## config.mk

```make
export PLATFORM = sky130hd
export DESIGN_NAME = cbof_queue
export DESIGN_NICKNAME = d
export VERILOG_FILES = /design/src/hdl/cubic_bezier_outline_flattener_defines.svh /design/src/hdl/cbof_pkg.sv /design/src/hdl/cbof_queue.sv
export SDC_FILE = /design/constraint.sdc
export NUM_CORES = 1
export LEC_CHECK = 0
export BUFFER_PORTS_ARGS = -buffer_cell sky130_fd_sc_hd__buf_4
export CAP_MARGIN = 15
export CORE_MARGIN = 2
export CORE_UTILIZATION = 47
export CTS_CLUSTER_DIAMETER = 50
export DETAILED_ROUTE_END_ITERATION = 16
export GPL_TIMING_DRIVEN = 1
export MAX_ROUTING_LAYER = met4
export PLACE_DENSITY = 0.75
export SETUP_SLACK_MARGIN = 0.15
export SYNTH_ARGS = -nofsm -noshare
export SYNTH_HDL_FRONTEND = slang
export SYNTH_SLANG_ARGS = --single-unit
export TNS_END_PERCENT = 20
```

## constraint.sdc

```tcl
create_clock -name aclk -period 8.7 [get_ports aclk]
set_clock_uncertainty 0.1 [all_clocks]
set_input_delay 1.74 -clock aclk [delete_from_list [all_inputs] [get_ports aclk]]
set_output_delay 1.74 -clock aclk [all_outputs]
set_load 0.005 [all_outputs]
```

## src/hdl/cubic_bezier_outline_flattener_defines.svh

```systemverilog
// Assertion macros used by the flattener back end.
`ifndef CUBIC_BEZIER_OUTLINE_FLATTENER_DEFINES_SVH
`define CUBIC_BEZIER_OUTLINE_FLATTENER_DEFINES_SVH

// Same-cycle implication, sampled on aclk, off during reset.
`define CBOF_ASSERT_HOLD(label, ante, cons, msg) \
    label: assert property (@(posedge aclk) disable iff (!aresetn) (ante) |-> (cons)) \
        else $error(msg);

// Next-cycle implication, sampled on aclk, off during reset.
`define CBOF_ASSERT_NEXT(label, ante, cons, msg) \
    label: assert property (@(posedge aclk) disable iff (!aresetn) (ante) |=> (cons)) \
        else $error(msg);

`endif

```

## src/hdl/cbof_pkg.sv

```systemverilog
// Types, constants and helpers of the cubic Bezier outline flattener.
package cbof_pkg;

    localparam int COORD_WIDTH = 24;
    localparam int MAX_STEPS   = 64;
    localparam int STEP_W      = 7;
    localparam int STEPS_RESET = 8;
    localparam int STEPS_MIN   = 2;
    localparam int QUEUE_DEPTH = 2;
    localparam int QPTR_W      = $clog2(QUEUE_DEPTH);
    localparam int QCNT_W      = $clog2(QUEUE_DEPTH + 1);

    localparam int SQ_W  = $clog2(MAX_STEPS * MAX_STEPS + 1);
    localparam int DEN_W = $clog2(MAX_STEPS * MAX_STEPS * MAX_STEPS + 1);
    localparam int WGT_W = $clog2(3 * MAX_STEPS * MAX_STEPS * MAX_STEPS + 1);
    localparam int ACC_W = COORD_WIDTH + DEN_W + 1;
    localparam int QUO_W = COORD_WIDTH + 1;
    localparam int DCNT_W = $clog2(QUO_W + 1);

    typedef logic signed [COORD_WIDTH-1:0] coord_t;

    typedef enum logic [1:0] {
        ACT_BEGIN  = 2'd0,
        ACT_CURVE  = 2'd1,
        ACT_CORNER = 2'd2,
        ACT_NONE   = 2'd3
    } action_t;

    typedef struct packed {
        action_t             action;
        coord_t              c1x;
        coord_t              c1y;
        coord_t              c2x;
        coord_t              c2y;
        coord_t              ex;
        coord_t              ey;
        logic                fin;
        logic [STEP_W-1:0]   n;
    } item_t;

    typedef enum logic [2:0] {
        ST_IDLE,
        ST_SETUP,
        ST_WEIGHT1,
        ST_WEIGHT2,
        ST_ACC,
        ST_DIV_GO,
        ST_DIV_WAIT,
        ST_EMIT
    } state_t;

    function automatic coord_t sat_coord(input logic signed [QUO_W:0] v);
        logic signed [QUO_W:0] hi;
        logic signed [QUO_W:0] lo;
        hi = (QUO_W+1)'((2 ** (COORD_WIDTH - 1)) - 1);
        lo = -hi - 1;
        if (v > hi) begin
            return hi[COORD_WIDTH-1:0];
        end else if (v < lo) begin
            return lo[COORD_WIDTH-1:0];
        end
        return v[COORD_WIDTH-1:0];
    endfunction

endpackage

```

## src/hdl/cbof_queue.sv

```systemverilog
// Short item queue between front and back.
module cbof_queue import cbof_pkg::*; (
    input  logic  aclk,
    input  logic  aresetn,
    input  logic  push,
    input  item_t push_item,
    input  logic  pop,
    output item_t pop_item,
    output logic  full,
    output logic  empty
);

    item_t             mem_reg [QUEUE_DEPTH];
    logic [QPTR_W-1:0] wr_reg, wr_next;
    logic [QPTR_W-1:0] rd_reg, rd_next;
    logic [QCNT_W-1:0] cnt_reg, cnt_next;
    logic              do_push;
    logic              do_pop;

    assign full     = (cnt_reg == QCNT_W'(QUEUE_DEPTH));
    assign empty    = (cnt_reg == '0);
    assign do_push  = push && !full;
    assign do_pop   = pop && !empty;
    assign pop_item = mem_reg[rd_reg];

    always_comb begin
        wr_next  = wr_reg;
        rd_next  = rd_reg;
        cnt_next = cnt_reg;
        if (do_push) begin
            wr_next = (wr_reg == QPTR_W'(QUEUE_DEPTH - 1)) ? '0 : wr_reg + 1'b1;
        end
        if (do_pop) begin
            rd_next = (rd_reg == QPTR_W'(QUEUE_DEPTH - 1)) ? '0 : rd_reg + 1'b1;
        end
        if (do_push && !do_pop) begin
            cnt_next = cnt_reg + 1'b1;
        end else if (do_pop && !do_push) begin
            cnt_next = cnt_reg - 1'b1;
        end
    end

    always_ff @(posedge aclk) begin
        if (!aresetn) begin
            wr_reg  <= '0;
            rd_reg  <= '0;
            cnt_reg <= '0;
        end else begin
            wr_reg  <= wr_next;
            rd_reg  <= rd_next;
            cnt_reg <= cnt_next;
        end
    end

    always_ff @(posedge aclk) begin
        if (do_push) begin
            mem_reg[wr_reg] <= push_item;
        end
    end

endmodule

```

==> results.cfg <==
[critical_path]
r2r_cells = 5
timing.critical_path.to = pop_item[131]
crit_chain = buf_12 > mux2_2 > buf_4
worstSetupPathDepth = 3
worst-r2r-setup-slack_ns = 6.19
worstPathMaxFanout = 91
regToRegEndpoint = mem_reg[0][79]
cpLargestDelayFamily = flip-flops
regToRegStartpoint = cnt_reg[0]
cp.required_ns = 6.86
cpPeakStageDelay_ns = 0.94
cpMaxStageDelayCell = dfxtp_4
worstSetupPathType = flop to output port
critical_path_buf_inv_count = 2
crit_path_start_kind = flop
crit_arrival_ns = 2.62
worstSetupEndpointType = output port

[floorplanning]
rows = 57
core-area_um2 = 24250
fp.dieW_um = 160.9
die_y_um = 160.9
ios = 314
initial_utilization_pct = 47.75
dieArea_um2 = 25900

[clock_network]
cts_tree = yes
cts.sinks = 313
cts_buffers = 34
cts_resized = 0
cts_setup_buffers = 0
clkTransAtPathRegs_ns = 0.05
clk_latency_ns = 0.49
ctsHtreeMaxLevel = 2
clockRootBuffer = clkbuf_16
cts_max_path_buffers = 3
ctsHoldBuffers = 0

[finish]
design_area_um2 = 15320
largest_reg_flops = 308
diodes = 0
final_nets = 1001
num-fill-cells = 1729
regArea_um2 = 9353
multi_input_area_um2 = 2097
area_growth_pct = 32.34
drive_gt1_share_pct = 60.25

[power]
power_uw = 4377
p_sw_uw = 1049
leakage_uw = 0.005801
power.clock.fraction_pct = 29.9
peakVddDrop_mv = 0.1816
p_int_uw = 3328
p_sw_share_pct = 23.96
combPwrFrac_pct = 24.7
seqPwrFrac_pct = 45.4
power_density_nw_per_um2 = 285.7

[sta]
fin_crit_ns = 4.459
slew_headroom_pct = 27.96
finalHoldViolations = 0
fin_ws_ns = 4.241
slew_viol_final = 0
setup-violations-final = 0
worst_slew_pin_slew_ns = 1.081
totalNegativeSetupSlack_ns = 0
whs_ns = 0.4602
finalCritPeriodShare_pct = 51.26
timing.fmax_mhz = 224.3
rsz0062_at_grt = false

[synth]
async_reset_ff_share_pct = 0
yosysWarnings = 0
syn_inst = 504
yosysSeqAreaShare_pct = 80.75
synthDistinctLibCells = 21
synthTopCellsByArea = edfxtp_1 80%, mux2_2 9.1%, mux2_4 7.8%, dfxtp_1 0.86%, buf_6 0.78%
synth.top_cell.area_share_pct = 79.89
synth_fp_nets = 663
ys.flop_type = edfxtp_1
yosys_register_bits = 313
yosys-top-cells-count = 308 x edfxtp_1, 94 x mux2_2, 60 x mux2_4
avgSynthCellArea_um2 = 22.97
synth_most_common_cell = edfxtp_1
synth_edf_count = 308
netlist_area_um2 = 11580
synth_area_leader_cell = edfxtp_1

[placement]
hpwl_mm = 14.34
dpl_cell_area_um2 = 14260
place_congestion = 0.7720
dp_slack_ns = 4.324
port-buffer-count = 313

[flow_run]
maxCapViolCount = 0

[hold_path]
min_path_type = flop to flop

[routing]
wl_per_cell_um = 18.34
vias = 5783
viasPerCell = 4.872
drt_iter0_markers = 353
first_pass_iters = 4
ant_nets = 0
wl_mm = 21.77
route.detailed.drc = 0

[grt]
gr-total-overflow = 0
grt_pass1_wl_mm = 32.13
antenna_found_initial = 0
grt_max_degree = 92
grt_use_total_pct = 16.61
grt_pass1_vias = 6053

[status]
status = finished clean
[worst min-delay path, stage by stage, from the launching register on]
cell and delay, ns:
dfxtp_1 0.34, o21ai_0 0.10, a21boi_1 0.07
[how the worst min path moves through the flow]
stage,start,depth (start not counted),slack (ns),endpoint
after floorplan,cnt_reg[1],2,0.38,cnt_reg[1]
after global placement,cnt_reg[1],2,0.40,cnt_reg[1]
after detailed placement,cnt_reg[1],2,0.46,cnt_reg[1]
after CTS,cnt_reg[1],2,0.47,cnt_reg[1]
after global routing,cnt_reg[1],2,0.49,cnt_reg[1]
final,cnt_reg[1],2,0.46,cnt_reg[1]
[area by class of cell]
type	instances	share of cell area, %
clock buffers	46	6.394
clock inverters	11	0.3512
inverters	2	0.04900
multi-input cells	172	13.69
flip-flops and latches	313	61.05
well taps	324	2.646
repair buffers	319	15.83
[logic make-up (layout without fill, tap and decap cells)]
group | after synthesis | count (layout) | synth area share (%)
buffers and inverters | 19 | 378 | 1.232
adder cells (fa/ha/maj) | 1 | 1 | 0.1081
AND/OR/NAND/NOR | 9 | 9 | 0.4757
flip-flops | 313 | 313 | 80.75
AO/OA/AOI/OAI | 5 | 5 | 0.2810
XOR/XNOR | 3 | 3 | 0.2270
multiplexers | 154 | 154 | 16.92
[routing by layer]
metal	GRT usage, %	routed length, um	part of all wire, %
met4	5.317	578	2.7
met5	-	0	0
met2	27.18	10570	49
met3	5.708	1961	9.0
met1	19.42	8659	40
[stage by stage]
step	utilization, %	std cells
floorplan	-	504
global placement	58.82	1129
detailed placement	58.82	1129
CTS	63.08	1186
global route	63.18	1187
finish	63.18	1187
[cells in the final DEF, fill, tap and decap left out, types with 2 or more instances in the layout]
| master | synthesis | final |
|---|---|---|
| inv_1 | 2 | 2 |
| xnor2_1 | 2 | 2 |
| mux2_4 | 60 | 60 |
| mux2_2 | 94 | 94 |
| clkbuf_16 | 0 | 38 |
| nor2_1 | 2 | 2 |
| clkinv_1 | 0 | 6 |
| and2_1 | 3 | 3 |
| clkbuf_1 | 0 | 7 |
| clkinv_2 | 0 | 3 |
| buf_4 | 0 | 317 |
| dfxtp_1 | 5 | 4 |
| clkbuf_8 | 0 | 2 |
| edfxtp_1 | 308 | 308 |
[power by group through the flow]
stage	Clock, uW	Sequential (uW)	Combinational [uW]
6_report	1310	1990	1080
5_1_grt	1400	2010	1160
4_1_cts	1340	1990	1090
3_5_place_dp	0	2020	1090
3_3_place_gp	0	2010	1080
2_1_floorplan	0	2000	615
Power figures use the tool's default switching activity.
