--- config.mk ---
export PLATFORM = sky130hd
export DESIGN_NAME = cbof_front
export DESIGN_NICKNAME = d
export VERILOG_FILES = /design/src/hdl/cubic_bezier_outline_flattener_defines.svh /design/src/hdl/cbof_pkg.sv /design/src/hdl/cbof_front.sv
export SDC_FILE = /design/constraint.sdc
export NUM_CORES = 1
export LEC_CHECK = 0
export BUFFER_PORTS_ARGS = -buffer_cell sky130_fd_sc_hd__buf_2
export CAP_MARGIN = 40
export CORE_AREA = 4 4 121 123
export DETAILED_ROUTE_END_ITERATION = 8
export DIE_AREA = 0 0 125 127
export PLACE_DENSITY = 0.5
export SLEW_MARGIN = 20
export SYNTH_ARGS = -nofsm -noshare
export SYNTH_HDL_FRONTEND = slang
export SYNTH_SLANG_ARGS = --single-unit
export TNS_END_PERCENT = 1
--- constraint.sdc ---
create_clock -name aclk -period 1.2 [get_ports aclk]
set_input_delay 0.24 -clock aclk [delete_from_list [all_inputs] [get_ports aclk]]
set_output_delay 0.24 -clock aclk [all_outputs]
set_load 0.05 [all_outputs]
--- src/hdl/cubic_bezier_outline_flattener_defines.svh ---
// Assertion macros used by the flattener back end.
`ifndef CUBIC_BEZIER_OUTLINE_FLATTENER_DEFINES_SVH
`define CUBIC_BEZIER_OUTLINE_FLATTENER_DEFINES_SVH

// Same-cycle implication, sampled on aclk, off during reset.
`define CBOF_ASSERT_HOLD(label, ante, cons, msg) \
    label: assert property (@(posedge aclk) disable iff (!aresetn) (ante) |-> (cons)) \
        else $error(msg);

// Next-cycle implication, sampled on aclk, off during reset.
`define CBOF_ASSERT_NEXT(label, ante, cons, msg) \
    label: assert property (@(posedge aclk) disable iff (!aresetn) (ante) |=> (cons)) \
        else $error(msg);

`endif

--- src/hdl/cbof_pkg.sv ---
// Types, constants and helpers of the cubic Bezier outline flattener.
package cbof_pkg;

    localparam int COORD_WIDTH = 24;
    localparam int MAX_STEPS   = 64;
    localparam int STEP_W      = 7;
    localparam int STEPS_RESET = 8;
    localparam int STEPS_MIN   = 2;
    localparam int QUEUE_DEPTH = 2;
    localparam int QPTR_W      = $clog2(QUEUE_DEPTH);
    localparam int QCNT_W      = $clog2(QUEUE_DEPTH + 1);

    localparam int SQ_W  = $clog2(MAX_STEPS * MAX_STEPS + 1);
    localparam int DEN_W = $clog2(MAX_STEPS * MAX_STEPS * MAX_STEPS + 1);
    localparam int WGT_W = $clog2(3 * MAX_STEPS * MAX_STEPS * MAX_STEPS + 1);
    localparam int ACC_W = COORD_WIDTH + DEN_W + 1;
    localparam int QUO_W = COORD_WIDTH + 1;
    localparam int DCNT_W = $clog2(QUO_W + 1);

    typedef logic signed [COORD_WIDTH-1:0] coord_t;

    typedef enum logic [1:0] {
        ACT_BEGIN  = 2'd0,
        ACT_CURVE  = 2'd1,
        ACT_CORNER = 2'd2,
        ACT_NONE   = 2'd3
    } action_t;

    typedef struct packed {
        action_t             action;
        coord_t              c1x;
        coord_t              c1y;
        coord_t              c2x;
        coord_t              c2y;
        coord_t              ex;
        coord_t              ey;
        logic                fin;
        logic [STEP_W-1:0]   n;
    } item_t;

    typedef enum logic [2:0] {
        ST_IDLE,
        ST_SETUP,
        ST_WEIGHT1,
        ST_WEIGHT2,
        ST_ACC,
        ST_DIV_GO,
        ST_DIV_WAIT,
        ST_EMIT
    } state_t;

    function automatic coord_t sat_coord(input logic signed [QUO_W:0] v);
        logic signed [QUO_W:0] hi;
        logic signed [QUO_W:0] lo;
        hi = (QUO_W+1)'((2 ** (COORD_WIDTH - 1)) - 1);
        lo = -hi - 1;
        if (v > hi) begin
            return hi[COORD_WIDTH-1:0];
        end else if (v < lo) begin
            return lo[COORD_WIDTH-1:0];
        end
        return v[COORD_WIDTH-1:0];
    endfunction

endpackage

--- src/hdl/cbof_front.sv ---
// Front end: step-count register, input acceptance and item classification.
module cbof_front import cbof_pkg::*; (
    input  logic                aclk,
    input  logic                aresetn,
    input  logic                cfg_valid,
    output logic                cfg_ready,
    input  logic [STEP_W-1:0]   cfg_steps_per_curve,
    input  logic                s_valid,
    output logic                s_ready,
    input  logic [1:0]          s_action,
    input  coord_t              s_first_ctrl_x,
    input  coord_t              s_first_ctrl_y,
    input  coord_t              s_second_ctrl_x,
    input  coord_t              s_second_ctrl_y,
    input  coord_t              s_end_x,
    input  coord_t              s_end_y,
    input  logic                s_final_segment,
    input  logic                q_full,
    output logic                q_push,
    output item_t               q_item
);

    logic [STEP_W-1:0] steps_reg;
    logic [STEP_W-1:0] steps_next;
    logic [STEP_W-1:0] n_eff;
    action_t           act;

    assign cfg_ready = 1'b1;
    assign s_ready   = !q_full;
    assign act       = action_t'(s_action);

    always_comb begin
        steps_next = steps_reg;
        if (cfg_valid) begin
            steps_next = cfg_steps_per_curve;
        end
    end

    always_ff @(posedge aclk) begin
        if (!aresetn) begin
            steps_reg <= STEP_W'(STEPS_RESET);
        end else begin
            steps_reg <= steps_next;
        end
    end

    always_comb begin
        priority if (steps_reg < STEP_W'(STEPS_MIN)) begin
            n_eff = STEP_W'(STEPS_MIN);
        end else if (steps_reg > STEP_W'(MAX_STEPS)) begin
            n_eff = STEP_W'(MAX_STEPS);
        end else begin
            n_eff = steps_reg;
        end
    end

    // reserved action code is taken and dropped here
    assign q_push = s_valid && !q_full && (act != ACT_NONE);

    always_comb begin
        q_item.action = act;
        q_item.c1x    = s_first_ctrl_x;
        q_item.c1y    = s_first_ctrl_y;
        q_item.c2x    = s_second_ctrl_x;
        q_item.c2y    = s_second_ctrl_y;
        q_item.ex     = s_end_x;
        q_item.ey     = s_end_y;
        q_item.fin    = s_final_segment;
        q_item.n      = n_eff;
    end

endmodule

==> results.py <==
metrics = {
    "run_status": {
        "status": "complete, but fails checks",
        "violations": "setup timing",
    },
    "timing": {
        "setup_viol": 5,
        "rsz0062_at_grt": "true",
        "setup_slack_ns": -0.530,
        "fin_skew_ns": 0,
        "fmax_mhz": 578,
        "finalCritPeriodShare": 1.44,
        "hold_ws_ns": 0.231,
        "min_period_ns": 1.73,
        "slew_viol_final": 0,
        "finalHoldViolCount": 0,
    },
    "clock_tree": {
        "clock-sinks": 7,
        "htree_levels": 1,
        "clockBufferDepth": 2,
        "clk_pin_slew_ns": 0.04,
        "ctsHoldBuffers": 0,
        "cts_tree": "done",
        "clk_root_buffer_cell": "clkbuf_16",
        "cts_buffers": 3,
        "clock_latency_ns": 0.23,
        "post_cts_buffers": 0,
    },
    "global_route": {
        "grt_max_degree": 9,
        "grt_antenna_before_repair": 0,
        "overflow": 0,
        "grt_pass1_wl_um": 4460,
        "grt_pass1_vias": 640,
        "grt_usage": 0.0395,
    },
    "synth": {
        "synthesis.area_um2": 1450,
        "netlist_instances": 184,
        "synth-seq-cells": 7,
        "syn_nets": 343,
        "yosysWarnings": 0,
        "synth-seq-area-share": 0.0968,
        "ys_types": 13,
        "avgSynthCellArea_um2": 7.87,
    },
    "floorplan": {
        "die_area_um2": 15900,
        "initial_utilization": 0.106,
        "io_pins": 316,
        "core-area_um2": 13700,
        "die_h_um": 127,
        "num_rows": 43,
        "die_w_um": 125,
    },
    "drt": {
        "drcViolationCount": 0,
        "wl_met2_um": 1450,
        "antenna_left": 0,
        "wl_um": 3450,
        "num_vias": 548,
        "first_iter_violations": 6,
        "drt-met1-wl_um": 464,
        "via_per_inst": 2.23,
        "drt_first_pass_iters": 2,
        "met3_length_um": 939,
        "top_layer": "met4",
        "wl_per_cell_um": 14.0,
    },
    "power": {
        "p_per_area_nw_per_um2": 1250,
        "leakage_nw": 0.335,
        "vdd_drop_max_mv": 0.763,
    },
    "setup_path": {
        "crit_arrival_ns": 1.49,
        "end_kind": "primary output",
        "worstReg2RegStart": "steps_reg[6]",
        "cp-endpoint": "q_item[0]",
        "worstRegToRegCells": 2,
        "rrSetupSlack_ns": 0.42,
        "critPathLaunchType": "flip-flop",
        "crit_required_ns": 0.96,
        "crit_fanout": 2,
        "path_class": "reg2out",
        "regToRegEndpoint": "steps_reg[6]",
        "worstSetupStartpoint": "steps_reg[4]",
    },
    "hold_path": {
        "hold_depth": 2,
        "worstHoldPathType": "in2reg",
    },
    "placed_design": {
        "placed_area_um2": 722,
        "port_buffers": 24,
        "place.gp.congestion": 0.644,
        "hpwlAfterDp_um": 3030,
    },
    "finish": {
        "nets": 226,
        "area_growth_pct": -39.9,
        "drive_gt1_frac": 0.621,
        "design_area_um2": 870,
        "largest_reg_flops": 7,
        "n_fill_cell": 1642,
        "diodes": 0,
    },
    "flow_run": {
        "drv_cap": 0,
    },
}
-- cell families (layout without fill, tap and decap cells) --
| group | after synthesis | count (layout) | synth area share |
|---|---|---|---|
| buffers and inverters | 153 | 35 | 0.781 |
| AND/OR/NAND/NOR | 14 | 14 | 0.0605 |
| multiplexers | 7 | 7 | 0.0484 |
| flip-flops | 7 | 7 | 0.0968 |
| AO/OA/AOI/OAI | 2 | 2 | 0.0104 |
| other | 1 | 1 | 0.00259 |
-- stage by stage --
| step | setup TNS [ns] | setup WS, ns | cells | util | total power (W) |
|---|---|---|---|---|---|
| 2_1_floorplan | -1.05 | -0.231 | 184 | - | 0.00172 |
| 3_3_place_gp | -0.625 | -0.338 | 242 | 0.0528 | 0.000474 |
| 3_5_place_dp | -0.637 | -0.342 | 242 | 0.0528 | 0.000475 |
| 4_1_cts | -1.11 | -0.535 | 246 | 0.0620 | 0.00109 |
| 5_1_grt | -1.26 | -0.559 | 246 | 0.0636 | 0.00112 |
| 6_report | -1.02 | -0.530 | 246 | 0.0636 | 0.00108 |
-- critical path, cell delays in order (launching register included) --
cell and delay, ns:
dfxtp_1 0.30, or4_4 0.56, o211a_4 0.25, buf_6 0.15
-- how the worst min path moves through the flow --
stage	from	end	slack [ns]
after global placement	cfg_steps_per_curve[3]	steps_reg[3]	0.47
after CTS	cfg_steps_per_curve[3]	steps_reg[3]	0.23
after floorplan	aresetn	steps_reg[3]	0.30
after global routing	aresetn	steps_reg[3]	0.24
final	aresetn	steps_reg[3]	0.23
after detailed placement	aresetn	steps_reg[3]	0.47
-- cell type report --
cell class | count | area (um^2) | share of cell area
Inverter | 3 | 11.3 | 0.0129
Timing Repair Buffer | 28 | 190 | 0.219
Clock buffer | 4 | 78.8 | 0.0906
Tap cell | 180 | 225 | 0.259
Sequential cell | 7 | 144 | 0.165
Multi-Input combinational cell | 24 | 220 | 0.253
-- report_power, final --
part	switching, W	internal [W]
Clock	0.000137	0.000443
Combinational	0.000140	0.0000965
Sequential	0.0000162	0.000249
-- routing by layer --
layer / up-vias / global-route usage
met2: 102 / 0.0573
met1: 212 / 0.0147
met4: 0 / 0.0689
li1: 175 / -
met3: 59 / 0.0431
met5: - / 0
-- Yosys cell counts --
master / instances / share of area
a21oi_1: 1 / 0.0035
and3_1: 1 / 0.0043
buf_2: 1 / 0.0035
buf_4: 148 / 0.77
clkbuf_1: 1 / 0.0026
conb_1: 1 / 0.0026
dfxtp_1: 7 / 0.097
inv_1: 3 / 0.0078
mux2i_1: 7 / 0.048
nand2_1: 2 / 0.0052
nor2b_1: 10 / 0.043
o211a_1: 1 / 0.0069
or4_4: 1 / 0.0078
-- placed cells by master, fill, tap and decap left out --
| cell | Yosys | layout |
|---|---|---|
| nor2b_4 | 0 | 3 |
| o211a_4 | 0 | 1 |
| nor2b_2 | 0 | 1 |
| clkbuf_1 | 1 | 1 |
| conb_1 | 1 | 1 |
| buf_6 | 0 | 6 |
| dfxtp_1 | 7 | 4 |
| mux2i_1 | 7 | 7 |
| dfxtp_2 | 0 | 3 |
| and3_1 | 1 | 1 |
| inv_1 | 3 | 3 |
| buf_4 | 148 | 5 |
| buf_2 | 1 | 17 |
| nor2b_1 | 10 | 6 |
| or4_4 | 1 | 1 |
| nand2_1 | 2 | 2 |
| clkbuf_16 | 0 | 3 |
| a21oi_4 | 0 | 1 |
-- what timing repair did --
action | 4_1_cts | 5_1_grt
endpoints found under the hold margin | 0 | 0
resized for setup | 17 | 6
pin swaps | 1 | 0
setup endpoints to repair | 7 | 6
(Power assumes the default switching activity.)
